**src/sv/mlp_pkg.sv**
```systemverilog
// types, constants and arithmetic helpers for the perceptron forward pass
// no dependencies
package mlp_pkg;

    localparam int HIDDEN_COUNT = 8;

    localparam int AW        = (HIDDEN_COUNT > 1) ? $clog2(HIDDEN_COUNT) : 1;
    localparam int PROD_W    = 33;
    localparam int HSUM_W    = PROD_W + 1;
    localparam int ACC_W     = PROD_W + AW + 1;
    localparam int IDX_EXT_W = (($clog2(4 * HIDDEN_COUNT) > 5) ?
                                $clog2(4 * HIDDEN_COUNT) : 5) + 1;
    localparam int HSH_W     = HSUM_W - 12;
    localparam int OSH_W     = ACC_W - 16;

    typedef enum logic
    {
        OP_WRITE = 1'b0,
        OP_EVAL  = 1'b1
    } op_t;

    typedef struct packed
    {
        op_t                operation;
        logic [4:0]         weight_index;
        logic signed [15:0] weight_value;
        logic signed [15:0] in_first;
        logic signed [15:0] in_second;
    } request_t;

    typedef struct packed
    {
        logic [15:0] out_first;
        logic [15:0] out_second;
    } result_t;

    typedef enum logic [2:0]
    {
        S_IDLE,
        S_LOAD,
        S_HMUL,
        S_HSUM,
        S_HSIG,
        S_OMUL,
        S_OACC,
        S_OSIG
    } state_t;

    typedef struct packed
    {
        logic          write_weight;
        logic          load_inputs;
        logic [AW-1:0] addr;
        logic          h_mul;
        logic          h_sum;
        logic          h_sig;
        logic          o_mul;
        logic          o_acc;
        logic          o_sig;
    } ctrl_t;

    function automatic logic [15:0] sigmoid(input logic signed [15:0] a);
        logic [16:0] m;
        logic [16:0] p;
        logic [16:0] r;
        m = a[15] ? (17'd0 - {a[15], a}) : {1'b0, a};
        priority if (m < 17'd4096)
            p = (m << 2) + 17'd32768;
        else if (m < 17'd9728)
            p = (m << 1) + 17'd40960;
        else if (m < 17'd20480)
            p = (m >> 1) + 17'd55296;
        else
            p = 17'd65536;
        r = a[15] ? (17'd65536 - p) : p;
        return r[16] ? 16'hFFFF : r[15:0];
    endfunction

    function automatic logic signed [15:0] sat_h(input logic signed [HSH_W-1:0] v);
        if ((&v[HSH_W-1:15]) || !(|v[HSH_W-1:15]))
            return v[15:0];
        return v[HSH_W-1] ? 16'sh8000 : 16'sh7FFF;
    endfunction

    function automatic logic signed [15:0] sat_o(input logic signed [OSH_W-1:0] v);
        if ((&v[OSH_W-1:15]) || !(|v[OSH_W-1:15]))
            return v[15:0];
        return v[OSH_W-1] ? 16'sh8000 : 16'sh7FFF;
    endfunction

endpackage

```
**src/sv/mlp_ctrl.sv**
```systemverilog
// sequencer that walks the hidden nodes and drives the datapath commands
// depends on mlp_pkg
module mlp_ctrl
(
    input  logic           clk,
    input  logic           rst_n,
    input  logic           start,
    input  mlp_pkg::op_t   operation,
    output logic           busy,
    output logic           done,
    output mlp_pkg::ctrl_t ctrl
);

    mlp_pkg::state_t state_reg, state_next;
    logic [mlp_pkg::AW-1:0] cnt_reg, cnt_next;
    logic last_reg, last_next;
    logic done_reg, done_next;

    always_ff @(posedge clk or negedge rst_n)
    begin
        if (!rst_n)
        begin
            state_reg <= mlp_pkg::S_IDLE;
            cnt_reg   <= '0;
            last_reg  <= 1'b0;
            done_reg  <= 1'b0;
        end
        else
        begin
            state_reg <= state_next;
            cnt_reg   <= cnt_next;
            last_reg  <= last_next;
            done_reg  <= done_next;
        end
    end

    always_comb
    begin
        state_next = state_reg;
        cnt_next   = cnt_reg;
        last_next  = last_reg;
        done_next  = 1'b0;
        ctrl       = '0;
        ctrl.addr  = cnt_reg;
        unique case (state_reg)
            mlp_pkg::S_IDLE:
            begin
                if (start)
                begin
                    if (operation == mlp_pkg::OP_EVAL)
                    begin
                        ctrl.load_inputs = 1'b1;
                        last_next        = 1'b0;
                        state_next       = mlp_pkg::S_LOAD;
                    end
                    else
                        ctrl.write_weight = 1'b1;
                end
            end
            mlp_pkg::S_LOAD:
                state_next = mlp_pkg::S_HMUL;
            mlp_pkg::S_HMUL:
            begin
                ctrl.h_mul = 1'b1;
                state_next = mlp_pkg::S_HSUM;
            end
            mlp_pkg::S_HSUM:
            begin
                ctrl.h_sum = 1'b1;
                state_next = mlp_pkg::S_HSIG;
            end
            mlp_pkg::S_HSIG:
            begin
                ctrl.h_sig = 1'b1;
                state_next = mlp_pkg::S_OMUL;
            end
            mlp_pkg::S_OMUL:
            begin
                ctrl.o_mul = 1'b1;
                // advance early so the next read lands in time
                if (cnt_reg == mlp_pkg::AW'(mlp_pkg::HIDDEN_COUNT - 1))
                begin
                    cnt_next  = '0;
                    last_next = 1'b1;
                end
                else
                    cnt_next = cnt_reg + 1'b1;
                state_next = mlp_pkg::S_OACC;
            end
            mlp_pkg::S_OACC:
            begin
                ctrl.o_acc = 1'b1;
                state_next = last_reg ? mlp_pkg::S_OSIG : mlp_pkg::S_HMUL;
            end
            mlp_pkg::S_OSIG:
            begin
                ctrl.o_sig = 1'b1;
                done_next  = 1'b1;
                state_next = mlp_pkg::S_IDLE;
            end
            default:
                state_next = mlp_pkg::S_IDLE;
        endcase
    end

    assign busy = (state_reg != mlp_pkg::S_IDLE);
    assign done = done_reg;

endmodule

```
**config.mk**
```make
export PLATFORM = sky130hd
export DESIGN_NAME = mlp_ctrl
export DESIGN_NICKNAME = d
export VERILOG_FILES = /design/src/sv/mlp_pkg.sv /design/src/sv/mlp_ctrl.sv
export SDC_FILE = /design/constraint.sdc
export NUM_CORES = 1
export LEC_CHECK = 0
export ABC_AREA = 1
export ABC_CLOCK_PERIOD_IN_PS = 3150
export BUFFER_PORTS_ARGS = -buffer_cell sky130_fd_sc_hd__clkbuf_2
export CORE_AREA = 2 2 39 41
export DETAILED_ROUTE_END_ITERATION = 10
export DIE_AREA = 0 0 41 43
export PLACE_DENSITY_LB_ADDON = 0.05
export SLEW_MARGIN = 20
export SYNTH_ARGS = -nofsm -noshare
export SYNTH_HDL_FRONTEND = slang
export SYNTH_SLANG_ARGS = --single-unit
```
**constraint.sdc**
```tcl
create_clock -name clk -period 3.15 [get_ports clk]
set_input_delay 0.1575 -clock clk [delete_from_list [all_inputs] [get_ports clk]]
set_output_delay 0.1575 -clock clk [all_outputs]
set_load 0.05 [all_outputs]
```
==> results.yml <==
run_status:
  outcome: "finished clean"
sta:
  worst_clock_skew_ns: 0.00408
  max_slew_headroom_at_the_worst_pin: 0.777
  timing_limited_maximum_frequency_mhz: 604
  rsz0062_at_grt: "no"
  fin_tns_setup_ns: 0
  number_of_max_slew_violations_in_the_final_report: 0
  fin_crit_ns: 1.66
  number_of_hold_violations_in_the_final_report: 0
  setup_viol_count_final: 0
  worst-slew-pin-transition_ns: 0.335
  post-route-period-util: 0.526
cts:
  hold_buffers: 1
  cts.htree.levels: 1
  cts_post_setup_buffers_inserted: 0
  clock_latency_ns: 0.25
  cts_tree: "done"
  cts_buffer_count: 3
  cts_num_sinks: 8
  max-clock-path-buffers: 2
  cts_root_buf: "sky130_fd_sc_hd__clkbuf_4"
  path_clk_slew_ns: 0.05
  number_of_instances_resized_during_post_cts_repair: 0
synth:
  postSynthCellCount: 51
  synth.yosys.seq_area_share: 0.440
  synth_commonest_cells: "sky130_fd_sc_hd__nand2_1, sky130_fd_sc_hd__dfrtp_1, sky130_fd_sc_hd__inv_1"
  synthTopCellsByArea: "sky130_fd_sc_hd__dfrtp_1, sky130_fd_sc_hd__nand2_1, sky130_fd_sc_hd__ha_1"
  synth.net_count: 57
  synth.avg_cell_area_um2: 8.93
  most_instantiated_library_cell_after_synthesis: "sky130_fd_sc_hd__nand2_1"
  synth_area_leader_cell: "sky130_fd_sc_hd__dfrtp_1"
  yosysWarnings: 0
  post_synth_instance_area_um2: 455
  postSynth.topFlopCell: "sky130_fd_sc_hd__dfrtp_1"
  yosys_register_bits: 8
  synth-edff-count: 0
  synthArstFlopShare: 1.00
  yosysTopAreaCellShare: 0.440
  synth_cell_type_count: 20
flow_run:
  maxCapViolations: 0
place:
  place.detailed.hpwl_um: 709
  globalplace.congestion: 0.642
  place.port_buffers: 16
global_route:
  first_global_vias: 331
  globalRouteOverflowTotal: 0
  grt_antenna_before_repair: 0
  grt_first_pass_wirelength_um: 1300
  grtUsageTotal: 0.114
  grt_max_degree: 9
floorplan:
  die_w_um: 41
  fp-row-count: 14
  initial_utilization: 0.329
  ioPinCount: 17
  core_area_um2: 1380
  overall_die_area_um2: 1760
  floorplan.die.height_um: 43
detailed_routing:
  ant_nets: 0
  vias_per_cell: 4.44
  route.detailed.drc: 0
  drt_iter0_drc: 9
  route.vias.total: 373
  drtPass1Iterations: 2
  post_drt_wl_per_cell_um: 10.3
  postRouteWirelength_um: 865
hold_path:
  hold_class: "input port to flip-flop"
  holdCritStartpoint: "start"
  holdPathEnd: "state_reg[0]"
  holdPathStages: 5
critical_path:
  slowest_delay_ns: 0.53
  path_cells: "inv_1, nor3_1, clkbuf_2"
  end_kind: "output port"
  critical_path_arrival_ns: 1.50
  r2r_end: "cnt_reg[0]"
  reg2reg_slack_ns: 1.84
  critical_path.slowest_cell: "sky130_fd_sc_hd__dfrtp_1"
  worstSetupPathType: "flip-flop to output port"
  regToRegStartpoint: "cnt_reg[0]"
  count_of_cells_along_the_worst_register_to_register_path: 4
  start_kind: "flip-flop"
  worstPathRequired_ns: 2.99
  cp_max_fo: 8
cells_and_area:
  area_delta_synth_final_pct: 23.4
  drive_above_1_share: 0.426
  nNetsFinal: 76
  insertedDiodeCount: 0
[kinds of logic after synthesis]
| family | Yosys count | synth area share |
|---|---|---|
| simple gates | 25 | 0.310 |
| buf+inv | 11 | 0.124 |
| flops | 8 | 0.440 |
| compound gates | 4 | 0.0522 |
| fa+ha+maj | 2 | 0.0549 |
| xor+xnor | 1 | 0.0192 |
[through the flow]
step | worst slack [ns] | std cells | cell area, µm² | hold WS [ns] | utilization
3_5_place_dp | 1.75 | 80 | 529 | 0.0181 | 0.382
5_1_grt | 1.39 | 84 | 562 | 0.296 | 0.406
4_1_cts | 1.47 | 84 | 562 | 0.283 | 0.406
2_1_floorplan | 1.40 | 51 | 455 | -0.138 | -
6_report | 1.49 | 84 | 562 | 0.282 | 0.406
3_3_place_gp | 1.75 | 80 | 529 | 0.0138 | 0.382
[per-layer routing]
layer / vias up / global-route usage / routed length, µm
met3: 2 / 0.0471 / 57
met1: 164 / 0.135 / 386
met5: - / 0 / 0
met4: 0 / 0.0800 / 17
li1: 196 / - / -
met2: 11 / 0.159 / 404
[critical path, delay by kind of cell, from the launching register on]
family / cells / cell delay [ns]
flip-flops: 1 / 0.53
buffers and inverters: 2 / 0.45
AND/OR/NAND/NOR: 1 / 0.26
[layout make-up]
| type | count | area, µm² |
|---|---|---|
| multi-input cells | 32 | 199 |
| flip-flops and latches | 8 | 200 |
| repair buffers | 17 | 90.1 |
| clock buffers | 3 | 22.5 |
| fillers | 155 | 822 |
| inverters | 8 | 30.0 |
| well taps | 16 | 20.0 |
[placed cells by master (no fill, tap or decap), drive strengths merged, types with 2 or more instances in the layout]
master / count
clkbuf: 19
dfrtp: 8
ha: 2
inv: 8
nand2: 12
nand3: 4
nor2: 3
nor3: 3
o21ai: 3
[worst max path at each step]
stage / start / end / slack, ns / depth (start not counted)
after CTS: state_reg[0] / ctrl[0] / 1.47 / 3
final: state_reg[0] / ctrl[0] / 1.49 / 3
after global placement: state_reg[0] / ctrl[0] / 1.75 / 3
after global routing: state_reg[0] / ctrl[0] / 1.39 / 3
after floorplan: state_reg[1] / ctrl[1] / 1.40 / 2
after detailed placement: state_reg[0] / ctrl[0] / 1.75 / 3
Power is not shown: default switching activity piles up to over one toggle a cycle in this logic, so the estimate is an artifact.
